## src/hw/rtl/hvp_pkg.sv

```systemverilog
// ----------------------------------------------------------------------------
// hvp_pkg
// Shared widths, shift amounts and pipeline control types for the hashed
// vector projection block.
// ----------------------------------------------------------------------------
package hvp_pkg;

  localparam int TABLE_ENTRIES_DEF  = 1024;
  localparam int MAX_PARTITIONS_DEF = 64;

  localparam int HASH_W  = 32;
  localparam int BYTE_W  = 8;
  localparam int INDEX_W = 10;
  localparam int COORD_W = 16;
  localparam int SUM_W   = 22;
  localparam int COUNT_W = 7;

  localparam int MIX_SHL   = 10;
  localparam int MIX_SHR   = 6;
  localparam int FIN_SHL_A = 3;
  localparam int FIN_SHR   = 11;
  localparam int FIN_SHL_B = 15;

  typedef enum logic [1:0] {
    ITEM_NONE,
    ITEM_WRITE,
    ITEM_PART
  } item_kind_t;

  typedef struct packed {
    item_kind_t kind;
    logic       eot;
  } item_ctl_t;

  typedef logic [COORD_W-1:0] coord_t;

  typedef struct packed {
    coord_t x;
    coord_t y;
    coord_t z;
  } vec_t;

endpackage

```

## src/hw/rtl/hvp_accum.sv

```systemverilog
// ----------------------------------------------------------------------------
// hvp_accum
// Saturating 3D running sum and partition count; loads the result register
// at the end of a tree and clears the sums.
// ----------------------------------------------------------------------------
module hvp_accum #(
  parameter int MAX_PARTITIONS = hvp_pkg::MAX_PARTITIONS_DEF
) (
  input  logic                          clk,
  input  logic                          rst,
  input  logic                          en,
  input  hvp_pkg::item_ctl_t            ctl,
  input  hvp_pkg::vec_t                 rdata,
  input  logic                          out_ready,
  output logic                          out_valid,
  output logic [hvp_pkg::SUM_W-1:0]     sum_x,
  output logic [hvp_pkg::SUM_W-1:0]     sum_y,
  output logic [hvp_pkg::SUM_W-1:0]     sum_z,
  output logic [hvp_pkg::COUNT_W-1:0]   partition_count
);
  import hvp_pkg::*;

  localparam int COUNT_MAX = (1 << COUNT_W) - 1;
  localparam logic [COUNT_W-1:0] COUNT_CAP =
    COUNT_W'((MAX_PARTITIONS > COUNT_MAX) ? COUNT_MAX : MAX_PARTITIONS);
  localparam logic [SUM_W-1:0] SUM_MAX = '1;

  logic [SUM_W-1:0]   acc_x, acc_y, acc_z;
  logic [COUNT_W-1:0] parts_seen;
  logic [SUM_W:0]     raw_x, raw_y, raw_z;
  logic [SUM_W-1:0]   acc_x_next, acc_y_next, acc_z_next;
  logic [COUNT_W-1:0] parts_seen_next;
  logic               part;

  assign raw_x = {1'b0, acc_x} + (SUM_W+1)'(rdata.x);
  assign raw_y = {1'b0, acc_y} + (SUM_W+1)'(rdata.y);
  assign raw_z = {1'b0, acc_z} + (SUM_W+1)'(rdata.z);
  assign acc_x_next = raw_x[SUM_W] ? SUM_MAX : raw_x[SUM_W-1:0];
  assign acc_y_next = raw_y[SUM_W] ? SUM_MAX : raw_y[SUM_W-1:0];
  assign acc_z_next = raw_z[SUM_W] ? SUM_MAX : raw_z[SUM_W-1:0];
  assign parts_seen_next = (parts_seen < COUNT_CAP) ? parts_seen + 1'b1 : parts_seen;
  assign part = en && (ctl.kind == ITEM_PART);

  always_ff @(posedge clk) begin
    if (rst) begin
      acc_x      <= '0;
      acc_y      <= '0;
      acc_z      <= '0;
      parts_seen <= '0;
      out_valid  <= 1'b0;
    end else begin
      if (part && ctl.eot) begin
        out_valid <= 1'b1;
      end else if (out_ready) begin
        out_valid <= 1'b0;
      end
      if (part) begin
        if (ctl.eot) begin
          acc_x      <= '0;
          acc_y      <= '0;
          acc_z      <= '0;
          parts_seen <= '0;
        end else begin
          acc_x      <= acc_x_next;
          acc_y      <= acc_y_next;
          acc_z      <= acc_z_next;
          parts_seen <= parts_seen_next;
        end
      end
    end
  end

  always_ff @(posedge clk) begin
    if (part && ctl.eot) begin
      sum_x           <= acc_x_next;
      sum_y           <= acc_y_next;
      sum_z           <= acc_z_next;
      partition_count <= parts_seen_next;
    end
  end

endmodule

```

## config.mk

```make
export PLATFORM = sky130hd
export DESIGN_NAME = hvp_accum
export DESIGN_NICKNAME = d
export VERILOG_FILES = /design/src/hw/rtl/hvp_pkg.sv /design/src/hw/rtl/hvp_accum.sv
export SDC_FILE = /design/constraint.sdc
export NUM_CORES = 1
export LEC_CHECK = 0
export ABC_AREA = 0
export BUFFER_PORTS_ARGS = -buffer_cell sky130_fd_sc_hd__buf_2
export CAP_MARGIN = 10
export CELL_PAD_IN_SITES_DETAIL_PLACEMENT = 0
export CELL_PAD_IN_SITES_GLOBAL_PLACEMENT = 1
export CORE_MARGIN = 1.5
export CORE_UTILIZATION = 44
export DETAILED_ROUTE_END_ITERATION = 6
export HOLD_SLACK_MARGIN = 0.02
export PLACE_DENSITY = 0.84
export RECOVER_POWER = 25
export SLEW_MARGIN = 20
export SYNTH_ARGS = -nofsm -noshare
export SYNTH_HDL_FRONTEND = slang
export SYNTH_SLANG_ARGS = --single-unit
```

## constraint.sdc

```tcl
create_clock -name clk -period 4 [get_ports clk]
set_input_delay 0.4 -clock clk [delete_from_list [all_inputs] [get_ports clk]]
set_output_delay 0.4 -clock clk [all_outputs]
set_load 0.02 [all_outputs]
```

==> summary.txt <==
STA
  • Final worst-path setup slack: 0.726 ns
  • Final min period: 3.27 ns
  • Hold Violations, Final: 0
  • Fmax: ~0.31 GHz
  • Sum Neg Setup Slack: 0 ns
  • Worst Tran Pin Value: 1.07 ns
  • Final setup skew: 0.0101 ns
  • RSZ-0062 raised after global routing: false
  • Final hold slack: 0.274 ns
  • Fraction of the cycle the final worst path needs: 0.819
  • Finish-stage setup viols: 0
  • Max-slew violation count: 0
  • Worst max-slew margin expressed relative to the limit: 0.284

Worst setup path
  • Cell with the biggest individual delay on the critical path: and3_1
  • Critical path class: flop to flop
  • Launch instance of the worst register-to-register path: acc_x[0]
  • R2r endpoint: acc_x[4]
  • Buf+Inv Stages, Crit Path: 0
  • Crit path launch: acc_x[0]
  • Kind of start point of the critical path: flop
  • Chain of cells forming the critical path: ha_1 -> fa_1 -> a21o_1 -> a221oi_1 -> o31a_2 -> and3_1 -> nor2_1 -> or2_2 -> a22o_1
  • Worst endpoint required time: ~4.3 ns
  • Largest incremental delay on the critical path: 0.46 ns
  • Critical Path Sink: acc_x[4]
  • Number of cells on the critical path: 9
  • Worst Reg-to-Reg Cells: 9
  • Family of cells with the greatest summed delay on the critical path: simple AND/OR/NAND/NOR gates
  • Crit path arrival time: 3.59 ns
  • Maximum fanout encountered on the critical timing path: 13
  • Endpoint kind of the worst setup timing path: flop
  • Setup slack on the worst flop-to-flop path: approximately 0.73 ns

Pwr
  • Static Leak: 3.82 nW
  • P per Cell Area: 386 nW/um^2
  • Highest ir drop seen on vdd: 0.000299 V

Placed design
  • Weighted congestion at the end of routability-driven global placement: 0.848
  • Pre-CTS WS: ~0.52 ns
  • Count of port buffers added during placement: 128
  • Sum of net half-perimeters after detailed placement: 12.9 mm
  • Post-place instance area: 8900 um^2

CTS
  • Total of cells resized after clock tree synthesis: 0
  • Depth of the CTS H-tree: 4
  • Setup bufs post-CTS: 0
  • Buffer cell driving the clock tree root: clkbuf_16
  • Clock latency on the worst-skew pair: 0.42 ns
  • Clock buffers created by TritonCTS: 17
  • Clock tree from TritonCTS: done
  • Sink Count: 147
  • Hold-fix buffer count after cts: 0
  • CTS clk-pin slew, worst paths: approximately 0.060 ns
  • Clock tree buffer depth: 2

Logic synthesis
  • Synthesized net count: approximately 900
  • Post-Syn Area: 8030 um^2
  • Number of enable-type register cells in the synthesized netlist: 73
  • Post-synthesis instance total: between 700 and 800
  • Flip-flop cell with the highest count after synthesis: dfxtp_1
  • Mean Syn Cell Area: a little over 10 um^2
  • Synthesis warning total: 0
  • Yosys top cell area share: 0.273
  • FFs w/ async S/R, synth: 0
  • Yosys reg bits: ~150
  • Largest cells by area after synthesis: edfxtp_1, dfxtp_1, ha_1
  • Biggest area consumer among synthesized cells: edfxtp_1
  • Number of distinct library cells after synthesis: 71
  • Portion of the post-synthesis area used by sequential elements: 0.457

Global route
  • Wire length of the first global-routing pass: roughly 32 mm
  • Grt ovf: 0
  • Global Route Usage Sum: 0.203
  • Largest net degree at the start of global routing: 75
  • Antenna violations before repair: 0
  • Via count of the first global-routing pass: 6,367

Die
  • Width of the die: 138 um
  • Num rows: between 40 and 50
  • Standard cell core area: 18,000 um^2
  • Total Die Area: 19,100 um^2
  • Initial standard-cell utilization of the core: 0.447
  • Height of the die: around 140 um
  • I/O Pins: between 100 and 150

Hold path
  • Depth of the worst hold-timing path: 4
  • Worst min path class: input pin to flop

Final layout
  • Area added between synthesis and finish: 17.6%
  • Count of nets after finishing: 1,029
  • Number of inserted filler cells in the final layout: 1,689
  • Layout cells sized above 1: 0.155
  • Ant diodes: 0
  • Post-Route Utilization: 0.526
  • Total non-filler cell area in the finished layout: 9450 um^2

Detailed routing
  • Overall via count from detail_route: 6,492
  • Antenna violation net count after detailed routing: 0
  • Router iterations before antenna repair: 4
  • Number of DRC markers after the initial detailed-route iteration: 315
  • DRC violations left: 0
  • Wire length per cell: between 15 and 20 um
  • WL final: 19.2 mm
  • Number of vias per cell after detailed routing: 5.58

Flow run
  • Max_cap viols: 0

Run status
  • Status: finished, final reports clean
-- per-stage QoR --
step	cells	total power, mW
2_1_floorplan	799	1.89
3_3_place_gp	1132	1.99
3_5_place_dp	1132	1.99
4_1_cts	1164	3.68
5_1_grt	1164	3.77
6_report	1164	3.64
-- worst register-to-register path, delay by kind of cell (launching register included) --
kind | cells | cell delay (ns)
and+or+nand+nor | 3 | 1.13
AOI/OAI and AO/OA | 4 | 1.11
adders and majority gates | 2 | 0.61
DFF | 1 | 0.32
-- sequential cells by signal, summed over array words and instances (netlist names) --
name	cells
parts_seen	7
out_valid	1
sum_z	22
sum_x	22
partition_count	7
acc_y	22
sum_y	22
acc_x	22
acc_z	22
-- synth_stat cells, drive strengths merged, types with 5 or more instances --
cell type / count
nand2: 79
dfxtp: 74
edfxtp: 73
a21oi: 60
nor2: 53
ha: 49
o21ai: 49
a22o: 43
xnor2: 24
clkbuf: 22
a21o: 20
inv: 17
nor3: 17
xor2: 17
a211oi: 15
or2: 15
and3: 14
nand3: 13
a31oi: 10
buf: 10
o21a: 10
o211ai: 8
nand4: 7
a22oi: 6
a31o: 6
mux2i: 6
nor2b: 6
o21bai: 6
a21boi: 5
nand2b: 5
o22ai: 5
-- area by class of cell --
cell class	instances	area (um^2)	area share
clock inverter	9	125	0.0132
multi-input combinational	603	4180	0.442
inverter	17	63.8	0.00675
clock buffer	23	498	0.0527
tap	229	287	0.0303
timing repair buffer	136	623	0.0660
sequential	147	3670	0.389
-- worst min-delay path by stage --
| stage | slack, ns | to | from |
|---|---|---|---|
| 2_1_floorplan | 0.44 | acc_y[13] | acc_y[13] |
| 3_3_place_gp | 0.46 | acc_y[15] | acc_y[15] |
| 3_5_place_dp | 0.47 | acc_x[15] | acc_x[15] |
| 4_1_cts | 0.26 | out_valid | out_ready |
| 5_1_grt | 0.28 | out_valid | out_ready |
| 6_report | 0.27 | out_valid | out_ready |
-- per-layer routing --
metal | global-route usage | share of wire
met5 | 0 | 0
met2 | 0.325 | 0.46
met1 | 0.274 | 0.48
met4 | 0.0726 | 0.016
met3 | 0.0416 | 0.040
-- placed cells by master (no fill, tap or decap), types with 8 or more instances in the layout --
cell and n:
o21a_1 10, and3_1 14, inv_1 17, a22o_1 43
edfxtp_1 73, a31oi_1 10, dfxtp_1 74, a211oi_1 13
or2_2 14, clkbuf_1 63, o21ai_0 46, a21oi_1 60
xor2_1 17, nor2_1 51, buf_4 8, clkbuf_16 17
buf_2 66, o211ai_1 8, nand2_1 79, nor3_1 16
a21o_1 19, ha_1 49, xnor2_1 24, nand3_1 12
-- kinds of logic after synthesis --
group,count (synthesis),synth area share
AOI/OAI and AO/OA,269,0.235
xor gates and xnor gates,41,0.0447
adders and majority gates,52,0.0838
buffers and inverters,49,0.0251
DFF,147,0.457
muxes,10,0.0131
and+or+nand+nor,231,0.141
-- where the power goes --
group	switching, mW	leakage [nW]	internal [mW]
Clock	0.624	0.307	1.06
Combinational	0.206	2.27	0.129
Sequential	0.0115	1.25	1.61
Total	0.842	3.82	2.80
Power figures use the tool's default switching activity.
