--- src/hw/rtl/hvp_pkg.sv ---
// ----------------------------------------------------------------------------
// hvp_pkg
// Shared widths, shift amounts and pipeline control types for the hashed
// vector projection block.
// ----------------------------------------------------------------------------
package hvp_pkg;

  localparam int TABLE_ENTRIES_DEF  = 1024;
  localparam int MAX_PARTITIONS_DEF = 64;

  localparam int HASH_W  = 32;
  localparam int BYTE_W  = 8;
  localparam int INDEX_W = 10;
  localparam int COORD_W = 16;
  localparam int SUM_W   = 22;
  localparam int COUNT_W = 7;

  localparam int MIX_SHL   = 10;
  localparam int MIX_SHR   = 6;
  localparam int FIN_SHL_A = 3;
  localparam int FIN_SHR   = 11;
  localparam int FIN_SHL_B = 15;

  typedef enum logic [1:0] {
    ITEM_NONE,
    ITEM_WRITE,
    ITEM_PART
  } item_kind_t;

  typedef struct packed {
    item_kind_t kind;
    logic       eot;
  } item_ctl_t;

  typedef logic [COORD_W-1:0] coord_t;

  typedef struct packed {
    coord_t x;
    coord_t y;
    coord_t z;
  } vec_t;

endpackage

--- src/hw/rtl/hvp_hash.sv ---
// ----------------------------------------------------------------------------
// hvp_hash
// Input stage: folds taxon bytes into the running one-at-a-time hash and
// launches partition ends and table writes into the index pipeline.
// ----------------------------------------------------------------------------
module hvp_hash #(
  parameter int TABLE_ENTRIES = hvp_pkg::TABLE_ENTRIES_DEF,
  parameter int IDX_W         = $clog2(TABLE_ENTRIES)
) (
  input  logic                          clk,
  input  logic                          rst,
  input  logic                          en,
  input  logic                          in_valid,
  input  logic                          cmd,
  input  logic [hvp_pkg::BYTE_W-1:0]    taxon_byte,
  input  logic                          end_of_partition,
  input  logic                          end_of_tree,
  input  logic [hvp_pkg::INDEX_W-1:0]   entry_index,
  input  hvp_pkg::vec_t                 entry,
  output hvp_pkg::item_ctl_t            ctl,
  output logic [hvp_pkg::HASH_W-1:0]    hash,
  output logic [IDX_W-1:0]              widx,
  output hvp_pkg::vec_t                 wdata
);
  import hvp_pkg::*;

  logic [HASH_W-1:0] running_hash;
  logic [HASH_W-1:0] running_hash_next;
  item_ctl_t         ctl_next;
  logic [HASH_W-1:0] sext;
  logic [HASH_W-1:0] h1;
  logic [HASH_W-1:0] h2;
  logic [HASH_W-1:0] h3;
  logic [31:0]       idx32;
  logic              in_range;
  logic              part_end;

  assign sext     = {{(HASH_W-BYTE_W){taxon_byte[BYTE_W-1]}}, taxon_byte};
  assign h1       = running_hash + sext;
  assign h2       = h1 + (h1 << MIX_SHL);
  assign h3       = h2 ^ (h2 >> MIX_SHR);
  assign idx32    = 32'(entry_index);
  assign in_range = idx32 < 32'(TABLE_ENTRIES);
  assign part_end = end_of_partition || end_of_tree;

  always_comb begin
    ctl_next          = '{kind: ITEM_NONE, eot: 1'b0};
    running_hash_next = running_hash;
    if (in_valid) begin
      if (cmd) begin
        if (in_range) begin
          ctl_next.kind = ITEM_WRITE;
        end
      end else begin
        running_hash_next = part_end ? '0 : h3;
        if (part_end) begin
          ctl_next.kind = ITEM_PART;
          ctl_next.eot  = end_of_tree;
        end
      end
    end
  end

  always_ff @(posedge clk) begin
    if (rst) begin
      running_hash <= '0;
      ctl          <= '{kind: ITEM_NONE, eot: 1'b0};
    end else if (en) begin
      running_hash <= running_hash_next;
      ctl          <= ctl_next;
    end
  end

  always_ff @(posedge clk) begin
    if (en) begin
      hash  <= h3;
      widx  <= idx32[IDX_W-1:0];
      wdata <= entry;
    end
  end

endmodule

--- config.mk ---
export PLATFORM = sky130hd
export DESIGN_NAME = hvp_hash
export DESIGN_NICKNAME = d
export VERILOG_FILES = /design/src/hw/rtl/hvp_pkg.sv /design/src/hw/rtl/hvp_hash.sv
export SDC_FILE = /design/constraint.sdc
export NUM_CORES = 1
export LEC_CHECK = 0
export ABC_AREA = 1
export BUFFER_PORTS_ARGS = -buffer_cell sky130_fd_sc_hd__clkbuf_2
export CAP_MARGIN = 15
export CORE_MARGIN = 5
export CORE_UTILIZATION = 45
export DETAILED_ROUTE_END_ITERATION = 12
export HOLD_SLACK_MARGIN = 0.15
export PLACE_DENSITY = 0.8
export SLEW_MARGIN = 20
export SYNTH_ARGS = -nofsm -noshare
export SYNTH_HDL_FRONTEND = slang
export SYNTH_SLANG_ARGS = --single-unit
--- constraint.sdc ---
create_clock -name clk -period 3.8 [get_ports clk]
set_input_delay 0.38 -clock clk [delete_from_list [all_inputs] [get_ports clk]]
set_output_delay 0.38 -clock clk [all_outputs]
set_load 0.02 [all_outputs]
==> flow_metrics.env <==
export IMPL_netlist_instances=847
export IMPL_cts_sinks=125
export IMPL_gr_total_overflow=0
export IMPL_wl_mm=36.49
export IMPL_fmax_mhz=224.8
export IMPL_place_congestion=0.9021
export IMPL_grt_max_degree=87
export IMPL_drc=0
export IMPL_core_um2=16470
export IMPL_crit_type="register to register"
export IMPL_postPlaceCellArea_um2=9361
export IMPL_synth_edf_count=90
export IMPL_r2r_start="running_hash[0]"
export IMPL_syn_area_um2=7492
export IMPL_pin_count=166
export IMPL_cp_slowest_stage_delay_ns=0.40
export IMPL_p_sw_w=0.002352
export IMPL_fin_nets=1326
export IMPL_fin_tns_setup_ns=-17.26
export IMPL_synth_compound_area_share_pct=8.768
export IMPL_clockPowerShare_pct=28.6
export IMPL_maxSlewViolCount=0
export IMPL_drtPass1Iterations=11
export IMPL_cts_tree="built"
export IMPL_cp_max_fo=3
export IMPL_drtIter0Drc=1552
export IMPL_min_path_cells=1
export IMPL_status="complete, but fails checks"
export IMPL_synthMuxAreaShare_pct=0
export IMPL_peakVddDrop_v=0.0003911
export IMPL_ys_warnings_count=0
export IMPL_clkLatencyLatePin_ns=0.44
export IMPL_maxCapViolCount=0
export IMPL_postRouteAntennaNets=0
export IMPL_synthArstFlopShare_pct=0
export IMPL_ys_seq_elements=125
export IMPL_cts_buffers=17
export IMPL_fin_crit_sh_pct=117.1
export IMPL_endpoint_kind="register"
export IMPL_portBuffers=165
export IMPL_fin_area_um2=11320
export IMPL_maxSlewHeadroom_pct=20.89
export IMPL_synth_avg_cell_area_um2=8.846
export IMPL_violations="setup timing"
export IMPL_rsz0062_at_grt="true"
export IMPL_synth_fa_ha_area_share_pct=9.051
export IMPL_rrSetupSlack_ns=-0.65
export IMPL_area_growth_pct=51.14
export IMPL_h_tree_depth=4
export IMPL_finalCriticalPeriod_ns=4.449
export IMPL_via_count=8945
export IMPL_crit_chain="ha_4 > fa_2 > nand3_2 > nand2_2 > inv_2 > o221ai_4 > a21oi_4 > o31ai_4 > xor2_1 > ha_2 > inv_4 > nor3_4 > nand2_1 > o211ai_1 > a21oi_2 > nor2_1 > nand2_1 > nand2_2 > nand2_2 > nand2_2 > nand2_1 > nand3_2 > and2_4"
export IMPL_power_frac_comb_pct=40.8
export IMPL_drive_gt1_share_pct=42.70
export IMPL_start_kind="register"
export IMPL_grt_pass1_wl_mm=40.56
export IMPL_internal_power_w=0.003463
export IMPL_ys_flop_type="edfxtp_1"
export IMPL_cts_root_buffer_cell="clkbuf_16"
export IMPL_reg2reg_depth=23
export IMPL_grt_pass1_vias=7630
export IMPL_clk_pin_slew_ns=0.07
export IMPL_hold_class="input pin to register"
export IMPL_p_seq_share_pct=30.6
export IMPL_place_ws_ns=-0.4393
export IMPL_tightest_slew_ns=1.187
export IMPL_grt_use_total_pct=26.27
export IMPL_worstPathArrival_ns=4.64
export IMPL_hold_violations=0
export IMPL_power_density_nw_per_um2=513.5
export IMPL_die_area_um2=19330
export IMPL_fp_dieH_um=139.0
export IMPL_finalSetupViolations=45
export IMPL_path_common_cell="nand2_2"
export IMPL_hold_start="entry[33]"
export IMPL_rows=47
export IMPL_skew_ns=0.01458
export IMPL_netlist_cell_type_count=46
export IMPL_r2r_end="hash[21]"
export IMPL_num_antenna_cells=0
export IMPL_syn_nets=973
export IMPL_worst_slack_ns=-0.6491
export IMPL_synth_seq_area_share_pct=45.42
export IMPL_antenna_found_initial=0
export IMPL_synth_top_family_by_area="simple AND/OR/NAND/NOR gates"
export IMPL_avgViaCountPerCell=6.242
export IMPL_slowest_stage="fa_2"
export IMPL_worstHoldEndpoint="wdata[33]"
export IMPL_initial_core_util_pct=45.50
export IMPL_die_w_um=139.0
export IMPL_synth_simple_area_share_pct=23.45
export IMPL_cts_buffer_depth=2
export IMPL_swShare_pct=40.44
export IMPL_p_leak_nw=5.433
export IMPL_yosys_area_share_xor_xnor_pct=7.265
export IMPL_worstPathRequired_ns=3.99
export IMPL_routedWlPerCell_um=25.46
export IMPL_dp_hpwl_mm=16.91
worst max-delay path, delay by kind of cell, from the launching register on:
kind / cells / cell delay [ns]
compound gates: 5 / 0.90
xor+xnor: 1 / 0.35
fa+ha+maj: 3 / 0.97
buf+inv: 2 / 0.19
flops: 1 / 0.35
simple gates: 12 / 1.42
cells by family after synthesis:
group,count (synthesis)
buffers and inverters,114
and+or+nand+nor,379
DFF,125
xor gates and xnor gates,57
adders and majority gates,53
AOI/OAI and AO/OA,119
Yosys cell counts, types with 2 or more instances:
cell type	count	area, um^2
a21boi_0	2	15.01
xnor2_1	9	78.83
buf_4	2	15.01
o21a_1	2	15.01
nor2_1	27	101.4
and2_1	6	37.54
inv_1	102	382.9
o21bai_1	2	15.01
fa_1	2	40.04
nand4_1	11	68.82
dfxtp_1	35	700.7
nor2_2	3	18.77
a21o_1	3	22.52
nand2_4	5	56.30
a21oi_1	82	410.4
nand2_2	30	187.7
nor2_4	2	22.52
o21ai_0	13	65.06
inv_2	2	7.510
a21oi_2	4	35.03
a31oi_1	4	25.02
nand2_1	225	844.6
o211ai_1	2	15.01
nand3_4	2	35.03
or2_2	3	18.77
nand3_2	4	40.04
xor2_2	5	81.33
nand3b_1	4	30.03
xor2_1	42	367.9
nand3_1	50	250.2
ha_1	51	638.1
nor3_1	4	20.02
clkbuf_1	5	18.77
edfxtp_1	90	2703
metrics by stage:
| step | power (W) | cells | hold WS, ns | utilization, % |
|---|---|---|---|---|
| global route | 0.005893 | 1433 | 0.1404 | 68.77 |
| detailed placement | 0.003348 | 1332 | 0.4661 | 56.85 |
| finish | 0.005815 | 1433 | 0.1392 | 68.77 |
| global placement | 0.003299 | 1332 | 0.4561 | 56.85 |
| floorplan | 0.002687 | 847 | 0.4467 | - |
| CTS | 0.004994 | 1414 | 0.1506 | 63.87 |
what timing repair did:
action	in CTS	in global routing
hold buffers	48	2
resized for setup	19	156
setup endpoints to repair	37	43
cloned	0	0
hold endpoints to repair	48	2
setup buffers	2	18
pin swaps	6	78
power groups by stage:
stage,Clock (W),Combinational (W),Sequential (W)
floorplan,0,0.000728,0.00196
global placement,0,0.00154,0.00176
detailed placement,0,0.00158,0.00177
CTS,0.00157,0.00168,0.00174
global route,0.00170,0.00241,0.00179
finish,0.00166,0.00237,0.00178
final cells by class:
cell class	instances	area, um^2
fillers	954	5142
multi-input cells	608	4368
flip-flops and latches	125	3405
repair buffers	344	2320
clock buffers	18	429.2
inverters	104	392.9
well taps	220	275.3
clock inverters	14	133.9
sequential cells by signal, indices dropped and copies added (netlist names):
name          flops
ctl               3
hash             32
running_hash     32
wdata            48
widx             10
worst max-delay path by stage:
stage / start / to / slack, ns / depth (start not counted)
after floorplan: taxon_byte[0] / hash[25] / 0.001 / 23
after global placement: taxon_byte[0] / running_hash[31] / -0.27 / 24
after detailed placement: taxon_byte[0] / running_hash[31] / -0.44 / 24
after CTS: running_hash[0] / hash[25] / 0.005 / 23
after global routing: running_hash[0] / hash[21] / -0.86 / 23
final: running_hash[0] / hash[21] / -0.65 / 23
routing by layer:
metal	share of wire (%)	GRT usage [%]	vias to the layer above
met5	0	0	-
met4	8.9	11.84	0
met3	15	5.379	337
met2	44	45.95	1079
met1	32	31.13	4017
li1	-	-	3512
cell usage in the layout (no fill, tap or decap), drive strengths merged, types with 3 or more instances in the layout:
cell type,netlist,layout
edfxtp,90,90
nor2,32,32
a31oi,4,4
or2,4,4
clkinvlp,0,5
dfxtp,35,35
nand4,11,11
nand3b,4,4
a21o,3,3
clkbuf,6,182
xnor2,10,10
inv,104,110
and2,7,7
nor3,5,5
ha,51,51
dlygate4sd3,1,50
a21oi,86,86
nand2,260,260
o21ai,15,15
buf,3,130
nand3,56,56
xor2,47,47
No activity file was read; power rests on OpenSTA's default activity.
