$ cat src/hw/rtl/hvp_pkg.sv
// ----------------------------------------------------------------------------
// hvp_pkg
// Shared widths, shift amounts and pipeline control types for the hashed
// vector projection block.
// ----------------------------------------------------------------------------
package hvp_pkg;

  localparam int TABLE_ENTRIES_DEF  = 1024;
  localparam int MAX_PARTITIONS_DEF = 64;

  localparam int HASH_W  = 32;
  localparam int BYTE_W  = 8;
  localparam int INDEX_W = 10;
  localparam int COORD_W = 16;
  localparam int SUM_W   = 22;
  localparam int COUNT_W = 7;

  localparam int MIX_SHL   = 10;
  localparam int MIX_SHR   = 6;
  localparam int FIN_SHL_A = 3;
  localparam int FIN_SHR   = 11;
  localparam int FIN_SHL_B = 15;

  typedef enum logic [1:0] {
    ITEM_NONE,
    ITEM_WRITE,
    ITEM_PART
  } item_kind_t;

  typedef struct packed {
    item_kind_t kind;
    logic       eot;
  } item_ctl_t;

  typedef logic [COORD_W-1:0] coord_t;

  typedef struct packed {
    coord_t x;
    coord_t y;
    coord_t z;
  } vec_t;

endpackage

$ cat src/hw/rtl/hvp_index.sv
// ----------------------------------------------------------------------------
// hvp_index
// Finalizes the partition hash and reduces it modulo the table size by a
// reciprocal multiply, a back-multiply and one correcting subtract.
// ----------------------------------------------------------------------------
module hvp_index #(
  parameter int TABLE_ENTRIES = hvp_pkg::TABLE_ENTRIES_DEF,
  parameter int IDX_W         = $clog2(TABLE_ENTRIES)
) (
  input  logic                          clk,
  input  logic                          rst,
  input  logic                          en,
  input  hvp_pkg::item_ctl_t            ctl_in,
  input  logic [hvp_pkg::HASH_W-1:0]    hash_in,
  input  logic [IDX_W-1:0]              widx_in,
  input  hvp_pkg::vec_t                 wdata_in,
  output hvp_pkg::item_ctl_t            ctl,
  output logic [IDX_W-1:0]              idx,
  output hvp_pkg::vec_t                 wdata
);
  import hvp_pkg::*;

  localparam logic [63:0]       RECIP64 = 64'h1_0000_0000 / 64'(TABLE_ENTRIES);
  localparam logic [HASH_W-1:0] RECIP   = RECIP64[HASH_W-1:0];
  localparam logic [HASH_W-1:0] DIVISOR = HASH_W'(TABLE_ENTRIES);

  item_ctl_t           ctl_b, ctl_c, ctl_d;
  logic [HASH_W-1:0]   fin_b, fin_c, fin_d;
  logic [2*HASH_W-1:0] prod_c;
  logic [HASH_W-1:0]   qd_d;
  logic [IDX_W-1:0]    widx_b, widx_c, widx_d;
  vec_t                wdata_b, wdata_c, wdata_d;

  logic [HASH_W-1:0]   f1, f2, f3;
  logic [2*HASH_W-1:0] prod_next;
  logic [HASH_W-1:0]   qd_next;
  logic [HASH_W-1:0]   diff;
  logic [HASH_W-1:0]   rem;

  assign f1        = hash_in + (hash_in << FIN_SHL_A);
  assign f2        = f1 ^ (f1 >> FIN_SHR);
  assign f3        = f2 + (f2 << FIN_SHL_B);
  assign prod_next = {HASH_W'(0), fin_b} * {HASH_W'(0), RECIP};
  assign qd_next   = prod_c[2*HASH_W-1:HASH_W] * DIVISOR;
  assign diff      = fin_d - qd_d;
  assign rem       = (diff >= DIVISOR) ? (diff - DIVISOR) : diff;

  always_ff @(posedge clk) begin
    if (rst) begin
      ctl_b <= '{kind: ITEM_NONE, eot: 1'b0};
      ctl_c <= '{kind: ITEM_NONE, eot: 1'b0};
      ctl_d <= '{kind: ITEM_NONE, eot: 1'b0};
      ctl   <= '{kind: ITEM_NONE, eot: 1'b0};
    end else if (en) begin
      ctl_b <= ctl_in;
      ctl_c <= ctl_b;
      ctl_d <= ctl_c;
      ctl   <= ctl_d;
    end
  end

  always_ff @(posedge clk) begin
    if (en) begin
      fin_b   <= f3;
      widx_b  <= widx_in;
      wdata_b <= wdata_in;
      fin_c   <= fin_b;
      prod_c  <= prod_next;
      widx_c  <= widx_b;
      wdata_c <= wdata_b;
      fin_d   <= fin_c;
      qd_d    <= qd_next;
      widx_d  <= widx_c;
      wdata_d <= wdata_c;
      idx     <= (ctl_d.kind == ITEM_WRITE) ? widx_d : rem[IDX_W-1:0];
      wdata   <= wdata_d;
    end
  end

endmodule

$ cat config.mk
export PLATFORM = sky130hd
export DESIGN_NAME = hvp_index
export DESIGN_NICKNAME = d
export VERILOG_FILES = /design/src/hw/rtl/hvp_pkg.sv /design/src/hw/rtl/hvp_index.sv
export SDC_FILE = /design/constraint.sdc
export NUM_CORES = 1
export LEC_CHECK = 0
export ABC_CLOCK_PERIOD_IN_PS = 2800
export BUFFER_PORTS_ARGS = -buffer_cell sky130_fd_sc_hd__buf_2
export CORE_MARGIN = 4
export CORE_UTILIZATION = 45
export CTS_CLUSTER_SIZE = 20
export DETAILED_ROUTE_END_ITERATION = 6
export PLACE_DENSITY_LB_ADDON = 0.1
export RECOVER_POWER = 100
export SLEW_MARGIN = 20
export SYNTH_ARGS = -nofsm -noshare
export SYNTH_HDL_FRONTEND = slang
export SYNTH_SLANG_ARGS = --single-unit
$ cat constraint.sdc
create_clock -name clk -period 2.8 [get_ports clk]
set_input_delay 0.14 -clock clk [delete_from_list [all_inputs] [get_ports clk]]
set_output_delay 0.14 -clock clk [all_outputs]
set_load 0.01 [all_outputs]
==> impl_metrics.env, run 1 <==
export IMPL_postSynth_topFlopCell="sky130_fd_sc_hd__edfxtp_1"
export IMPL_syn_nets=527
export IMPL_grt_pass1_vias=4456
export IMPL_crit_slowest_cell="sky130_fd_sc_hd__fa_1"
export IMPL_slew_headroom=-0.3411
export IMPL_switching_share=0.1977
export IMPL_max_clock_path_buffers=3
export IMPL_antenna_diode_count=0
export IMPL_fin_skew_ns=0.005993
export IMPL_slew_violations=40
export IMPL_power_share_sequential=0.552
export IMPL_timing_max_cap_violations=1
export IMPL_cp_depth=9
export IMPL_synth_area_per_cell_um2=22.31
export IMPL_synth_cell_type_count=34
export IMPL_initial_core_util=0.4568
export IMPL_overall_fraction_of_global_route_tracks_in_use=0.1213
export IMPL_synthArstFlopShare=0
export IMPL_detailroute_via_count=4383
export IMPL_detail_route_wl_per_cell_um=14.93
export IMPL_finalCoreUtilization=0.5819
export IMPL_place_congestion=0.9126
export IMPL_rr_endpoint="idx[4]"
export IMPL_period_share=0.8219
export IMPL_yosysWarnings=0
export IMPL_finalSetupTns_ns=0
export IMPL_worst_ep_required_time_ns=3.06
export IMPL_syn_cell_area_um2=9214
export IMPL_worstSkewPairLatency_ns=0.51
export IMPL_syn_instance_count=413
export IMPL_fin_nets=768
export IMPL_avgViaCountPerCell=4.633
export IMPL_htree_levels=1
export IMPL_floorplan_rows=52
export IMPL_critical_path_peak_fanout=4
export IMPL_tightestPinTransition_ns=2.012
export IMPL_drc=0
export IMPL_final_setup_viol_count=0
export IMPL_rsz_0062_raised_after_global_routing="no"
export IMPL_die_area_um2=22830
export IMPL_placeableCoreArea_um2=20170
export IMPL_clock_slew_seen_by_the_registers_of_the_worst_setup_and_hold_paths_ns=0.06
export IMPL_result_of_the_run="complete, but fails checks"
export IMPL_worst_r2r_path_depth=3
export IMPL_postCtsResizedCells=0
export IMPL_cts_tree="done"
export IMPL_worst_setup_path_type="input port to flip-flop"
export IMPL_root_buffer="sky130_fd_sc_hd__clkbuf_16"
export IMPL_beginning_of_the_critical_path="hash_in[0]"
export IMPL_io_pins=157
export IMPL_power_frac_clock=0.386
export IMPL_synth_ff_latch_count=274
export IMPL_antenna_found_initial=0
export IMPL_dr_pass1_iters=4
export IMPL_fin_crit_ns=2.301
export IMPL_timing_reg2reg_setup_slack_ns=1.15
export IMPL_areaGrowthSynthToFinish_pct=27.39
export IMPL_leakage_power_nw=4.252
export IMPL_part_of_the_power_in_combinational_logic=0.062
export IMPL_final_fill_count=1617
export IMPL_cp_data_arrival_time_ns=2.56
export IMPL_timing_critical_path_max_delay_family="compound AO/OA/AOI/OAI gates"
export IMPL_largest_net_degree_at_the_start_of_global_routing=87
export IMPL_seq_area_frac_synth=0.8800
export IMPL_ordered_list_of_cells_on_the_worst_path="clkbuf_1, ha_1, fa_1, a21o_1, a221o_1, o311a_1, a2111o_1, a21oi_1, xnor2_1"
export IMPL_power_switching_mw=1.775
export IMPL_worstSetupStartpointType="input port"
export IMPL_internal_power_of_the_cells_mw=7.202
export IMPL_clock_tree_sinks=274
export IMPL_place_hpwl_mm=8.560
export IMPL_drt_first_iter_violations=204
export IMPL_worst_hold_path_type="input port to flip-flop"
export IMPL_cts_inserted_buffers=28
export IMPL_io_buffer_count=145
export IMPL_antenna_left=0
export IMPL_post_cts_repair_setup_buffers=0
export IMPL_fp_dieW_um=151.1
export IMPL_fraction_of_final_layout_cells_with_drive_strength_greater_than_1=0.1923
export IMPL_synth_edf_count=262
export IMPL_crit_path_max_incr_delay_ns=0.44
export IMPL_vdd_drop_max_mv=0.4202
export IMPL_path_buf_inv=1
export IMPL_violations="capacitance limit, slew limit"
export IMPL_die_height_um=151.1
export IMPL_global_route_wire_length_before_repair_mm=22.07
export IMPL_power_density_nw_per_um2=764.8
export IMPL_critical_path_endpoint="fin_b[8]"
export IMPL_worst_setup_path_end_kind="flip-flop"
export IMPL_grt_remaining_overflow=0
export IMPL_maximum_clock_frequency_ghz=0.4345
export IMPL_timing_rr_start="ctl_d[1]"
export IMPL_wl_mm=14.12
export IMPL_hold_viol_final=0
==> state kept, by name, summed over array words and instances (netlist names) <==
register	flops
wdata	48
wdata_b	48
wdata_c	48
wdata_d	48
fin_b	10
fin_c	10
fin_d	10
idx	10
widx_b	10
widx_c	10
widx_d	10
ctl	3
ctl_b	3
ctl_c	3
ctl_d	3
==> worst reg2reg max path, cell delays in order, from the launching register on <==
cell and delay (ns):
sky130_fd_sc_hd__dfxtp_1 0.34, sky130_fd_sc_hd__nor2b_1 0.13, sky130_fd_sc_hd__clkbuf_1 0.51, sky130_fd_sc_hd__mux2_2 0.42
==> what timing repair did <==
action,4_1_cts,5_1_grt
endpoints found under the setup margin,0,0
endpoints found under the hold margin,70,0
hold buffers,65,0
==> cells in the final DEF (no fill, tap or decap), drive strengths merged <==
cell,n
and4,2
mux2,10
ha,17
o21ai,5
nor2b,3
o311a,1
o31ai,1
o21a,1
clkinvlp,1
xor2,6
clkinv,17
a221oi,1
nand2b,1
a22oi,1
a2111o,1
a31o,1
and3,2
a21o,4
a21oi,15
nand2,3
nand3,4
mux2i,12
buf,72
dlygate4sd3,65
xnor2,20
fa,1
edfxtp,262
a21boi,1
o211ai,2
nor2,15
inv,1
bufinv,2
dfxtp,12
a221o,2
o21bai,1
clkbuf,110
and2,1
==> per-stage QoR <==
| stage | hold slack [ns] | power (mW) | setup slack [ns] | instance area, um^2 | instances |
|---|---|---|---|---|---|
| floorplan | 0.2124 | 5.267 | 0.3234 | 9214 | 413 |
| global placement | 0.3170 | 5.519 | 0.1025 | 10360 | 829 |
| detailed placement | 0.3181 | 5.548 | 0.03784 | 10360 | 829 |
| CTS | 0.005101 | 9.143 | 0.5921 | 11900 | 946 |
| global route | 0.07132 | 9.373 | 0.4796 | 11740 | 946 |
| finish | 0.06710 | 8.977 | 0.4986 | 11740 | 946 |
==> routing by layer <==
layer	share of wire	wire, um	vias up	GRT usage
li1	-	-	2118	-
met1	0.43	6004	2089	0.1622
met2	0.49	6893	148	0.1980
met3	0.067	941	28	0.02723
met4	0.020	284	0	0.04216
met5	0	0	-	0
==> synth_stat cells (all sizes together) (2+ instances only) <==
master  count  area, um^2
a21o        4       30.03
a21oi      15       78.83
a221o       2       20.02
and3        2       12.51
and4        2       17.52
clkbuf      3       11.26
dfxtp      12       240.2
edfxtp    262        7868
ha         17       212.7
mux2       10       112.6
mux2i      12       120.1
nand2       3       11.26
nand3       4       20.02
nor2       15       56.30
nor2b       3       18.77
o211ai      2       15.01
o21ai       5       25.02
xnor2      20       175.2
xor2        6       52.55
==> layout make-up <==
cell class                 count  area, um^2  share of cell area
inverter                       1       3.754           0.0003198
multi-input combinational    134        1084             0.09231
clock buffer                  32       737.0             0.06279
sequential                   274        8108              0.6908
timing repair buffer         215        1319              0.1124
tap                          270       337.8             0.02878
clock inverter                20       148.9             0.01269
==> power by group through the flow <==
stage	registers [mW]	logic, mW	clock network, mW
global route	4.98	0.612	3.78
detailed placement	5.04	0.512	0
floorplan	5.04	0.226	0
global placement	5.02	0.501	0
finish	4.95	0.554	3.47
CTS	4.95	0.587	3.60
==> worst min path at each step <==
stage / from / end / cells past startpoint
finish: hash_in[2] / fin_b[2] / 3
global route: hash_in[0] / fin_b[0] / 3
CTS: hash_in[0] / fin_b[0] / 3
detailed placement: widx_in[9] / widx_b[9] / 1
global placement: wdata_in[30] / wdata_b[30] / 1
floorplan: rst / ctl_d[0] / 1
==> logic make-up (layout without fill, tap and decap cells) <==
group,after synthesis,count (layout),synth area share
AOI/OAI and AO/OA,37,37,0.02662
xor gates and xnor gates,26,26,0.02472
adders and majority gates,18,18,0.02526
buffers and inverters,5,268,0.002036
DFF,274,274,0.8800
muxes,22,22,0.02526
and+or+nand+nor,31,31,0.01616
(Power assumes the default switching activity.)
==> inputs of run 2 (changes only) <==
ABC_AREA = 1   (was unset)
ABC_CLOCK_PERIOD_IN_PS = 2050   (was 2800)
clock period = 2.05 ns   (was 2.8 ns; I/O delays follow)
==> impl_metrics.env, run 2 <==
export IMPL_period_share=0.9102
export IMPL_synth_area_per_cell_um2=17.91
export IMPL_antenna_left=0
export IMPL_drc=0
export IMPL_crit_slowest_cell="sky130_fd_sc_hd__dlygate4sd3_1"
export IMPL_final_setup_viol_count=0
export IMPL_syn_cell_area_um2=9528
export IMPL_fraction_of_final_layout_cells_with_drive_strength_greater_than_1=0.1625
export IMPL_rsz_0062_raised_after_global_routing="no"
export IMPL_overall_fraction_of_global_route_tracks_in_use=0.1291
export IMPL_finalSetupTns_ns=0
export IMPL_met2_length_mm=7.373
export IMPL_root_buffer="sky130_fd_sc_hd__clkbuf_16"
export IMPL_pre_cts_ws_ns=0.1321
export IMPL_maximum_clock_frequency_ghz=0.5359
export IMPL_synthDominantCellAreaShare=0.8257
export IMPL_synth_cell_type_count=24
export IMPL_detailroute_via_count=5005
export IMPL_timing_hold_ws_ns=0.08005
export IMPL_grt_pass1_vias=4838
export IMPL_postCtsResizedCells=0
export IMPL_slew_violations=0
export IMPL_placeableCoreArea_um2=20560
export IMPL_die_height_um=153.5
export IMPL_areaGrowthSynthToFinish_pct=26.71
export IMPL_antenna_found_initial=0
export IMPL_antenna_diode_count=0
export IMPL_worst_ep_required_time_ns=2.51
export IMPL_detail_route_wl_per_cell_um=14.73
export IMPL_cp_data_arrival_time_ns=2.33
export IMPL_cp_common_cell="sky130_fd_sc_hd__dlygate4sd3_1"
export IMPL_io_buffer_count=145
export IMPL_cts_inserted_buffers=27
export IMPL_syn_nets=646
export IMPL_initial_core_util=0.4634
export IMPL_worst_hold_path_type="input port to flip-flop"
export IMPL_synthArstFlopShare=0
export IMPL_drt_first_iter_violations=216
export IMPL_result_of_the_run="complete, no violations"
export IMPL_timing_rr_start="ctl_d[2]"
export IMPL_crit_path_max_incr_delay_ns=0.57
export IMPL_hold_viol_final=0
export IMPL_commonest_non_fill_non_tap_cells_in_the_layout="262 x sky130_fd_sc_hd__edfxtp_1, 94 x sky130_fd_sc_hd__nand2_1, 80 x sky130_fd_sc_hd__clkbuf_1"
export IMPL_worst_setup_path_type="input port to flip-flop"
export IMPL_postSynth_topFlopCell="sky130_fd_sc_hd__edfxtp_1"
export IMPL_die_area_um2=23570
export IMPL_seq_area_frac_synth=0.8510
export IMPL_largest_net_degree_at_the_start_of_global_routing=74
export IMPL_leakage_power_nw=4.510
export IMPL_timing_max_cap_violations=0
export IMPL_max_clock_path_buffers=3
export IMPL_worstSetupStartpointType="input port"
export IMPL_tightestPinTransition_ns=1.137
export IMPL_yosysWarnings=0
export IMPL_clock_slew_seen_by_the_registers_of_the_worst_setup_and_hold_paths_ns=0.06
export IMPL_vdd_drop_max_mv=0.6538
export IMPL_place_hpwl_mm=10.17
export IMPL_worst_r2r_path_depth=3
export IMPL_wl_mm=15.76
export IMPL_rr_endpoint="idx[8]"
export IMPL_yosys_area_top_type="sky130_fd_sc_hd__edfxtp_1"
export IMPL_fp_dieW_um=153.5
export IMPL_global_route_wire_length_before_repair_mm=24.79
export IMPL_avgViaCountPerCell=4.678
export IMPL_synth_edf_count=262
export IMPL_critical_path_peak_fanout=43
export IMPL_timing_reg2reg_setup_slack_ns=0.59
export IMPL_topRoutingLayerUsed="met4"
export IMPL_cts_tree="done"
export IMPL_htree_levels=1
export IMPL_synth_most_common_cell="sky130_fd_sc_hd__edfxtp_1"
export IMPL_worstSkewPairLatency_ns=0.52
export IMPL_clock_tree_sinks=274
export IMPL_timing_hold_worst_path_depth=3
export IMPL_ordered_list_of_cells_on_the_worst_path="dlygate4sd3_1, buf_8, nand2_1, dlygate4sd3_1, a21oi_1, dlygate4sd3_1"
export IMPL_synth_ff_latch_count=274
export IMPL_power_density_nw_per_um2=1011
export IMPL_dr_pass1_iters=4
export IMPL_synth_commonest_cells="262 x sky130_fd_sc_hd__edfxtp_1, 94 x sky130_fd_sc_hd__nand2_1, 30 x sky130_fd_sc_hd__inv_1, 24 x sky130_fd_sc_hd__a21oi_1, 20 x sky130_fd_sc_hd__nand3_1"
export IMPL_post_cts_repair_setup_buffers=0
export IMPL_worstHoldEndpoint="fin_b[0]"
export IMPL_slew_headroom=0.2419
export IMPL_syn_instance_count=532
export IMPL_setup_slack_ns=0.1841
export IMPL_fin_crit_ns=1.866
export IMPL_fin_skew_ns=0.01009
export IMPL_worst_setup_path_end_kind="flip-flop"
export IMPL_io_pins=157
export IMPL_routedLengthMet1_mm=7.044
export IMPL_mostFrequentLayoutCell="sky130_fd_sc_hd__edfxtp_1"
export IMPL_fin_nets=893
export IMPL_met3WireLength_mm=1.013
export IMPL_place_congestion=0.8209
export IMPL_floorplan_rows=52
export IMPL_synth_top_cells_by_area="sky130_fd_sc_hd__edfxtp_1 83%, sky130_fd_sc_hd__nand2_1 3.7%, sky130_fd_sc_hd__dfxtp_1 2.5%, sky130_fd_sc_hd__ha_1 2.2%, sky130_fd_sc_hd__a21oi_1 1.3%"
export IMPL_hp_start="hash_in[0]"
export IMPL_grt_remaining_overflow=0
==> run 2: changes by cell type after synthesis, sizes merged, moves of 3 or more <==
cell    change
nand2      +93
inv        +29
nand3      +18
xnor2      -14
mux2i      -12
a21oi      +10
a21o        -4
nand3b      +4
nor2        +4
nand4       +3
nor2b       -3
o21ai       +3
==> run 2: routing by layer <==
layer,vias up,GRT usage
met1,2373,0.1790
met5,-,0
met3,29,0.02726
met4,0,0.04121
li1,2459,-
met2,144,0.2070
==> run 2: layout make-up <==
type / instances / area [um^2]
inverter: 30 / 112.6
tap: 270 / 337.8
multi-input combinational: 225 / 1289
clock inverter: 20 / 163.9
clock buffer: 30 / 686.9
fill: 1654 / 8487
sequential: 274 / 8108
timing repair buffer: 221 / 1375
==> run 2: timing repair <==
| action | in CTS | in global routing |
|---|---|---|
| setup endpoints to repair | 0 | 0 |
| hold buffers | 70 | 0 |
| endpoints found under the hold margin | 101 | 0 |
==> run 2: logic make-up (layout without fill, tap and decap cells) <==
logic type / Yosys count / count (layout) / share of synthesized area
adder cells (fa/ha/maj): 18 / 18 / 0.02443
multiplexers: 10 / 10 / 0.01182
AND/OR/NAND/NOR: 147 / 147 / 0.06605
AO/OA/AOI/OAI: 36 / 36 / 0.02088
XOR/XNOR: 14 / 14 / 0.01287
flip-flops: 274 / 274 / 0.8510
buffers and inverters: 33 / 301 / 0.01300
==> run 2: worst max-delay path, delay by kind of cell <==
family | cells | cell delay [ns]
AND/OR/NAND/NOR | 1 | 0.07
buffers and inverters | 4 | 1.99
AO/OA/AOI/OAI | 1 | 0.14
==> run 2: metrics by stage <==
| stage | area, um^2 | utilization | std cells | total power [mW] |
|---|---|---|---|---|
| after floorplan | 9528 | - | 532 | 7.203 |
| after global placement | 10670 | 0.5191 | 950 | 7.599 |
| after detailed placement | 10670 | 0.5191 | 950 | 7.621 |
| after CTS | 12220 | 0.5946 | 1070 | 12.41 |
| after global routing | 12070 | 0.5872 | 1070 | 12.76 |
| final | 12070 | 0.5872 | 1070 | 12.21 |
==> run 2: where the power goes <==
group	leakage, nW	switching, mW	total [mW]	internal [mW]
clock	0.424	1.96	4.64	2.68
combinational	1.42	0.492	0.835	0.343
sequential	2.66	0.0992	6.73	6.64
==> run 2: how the worst max path moves through the flow <==
stage	startpoint	to	slack, ns	cells after the start
2_1_floorplan	hash_in[0]	fin_b[8]	0.48	10
3_3_place_gp	hash_in[0]	fin_b[7]	0.14	8
3_5_place_dp	hash_in[0]	fin_b[7]	0.13	8
4_1_cts	en	ctl_b[0]	0.21	6
5_1_grt	en	ctl_b[1]	0.07	6
6_report	en	ctl_b[2]	0.18	6
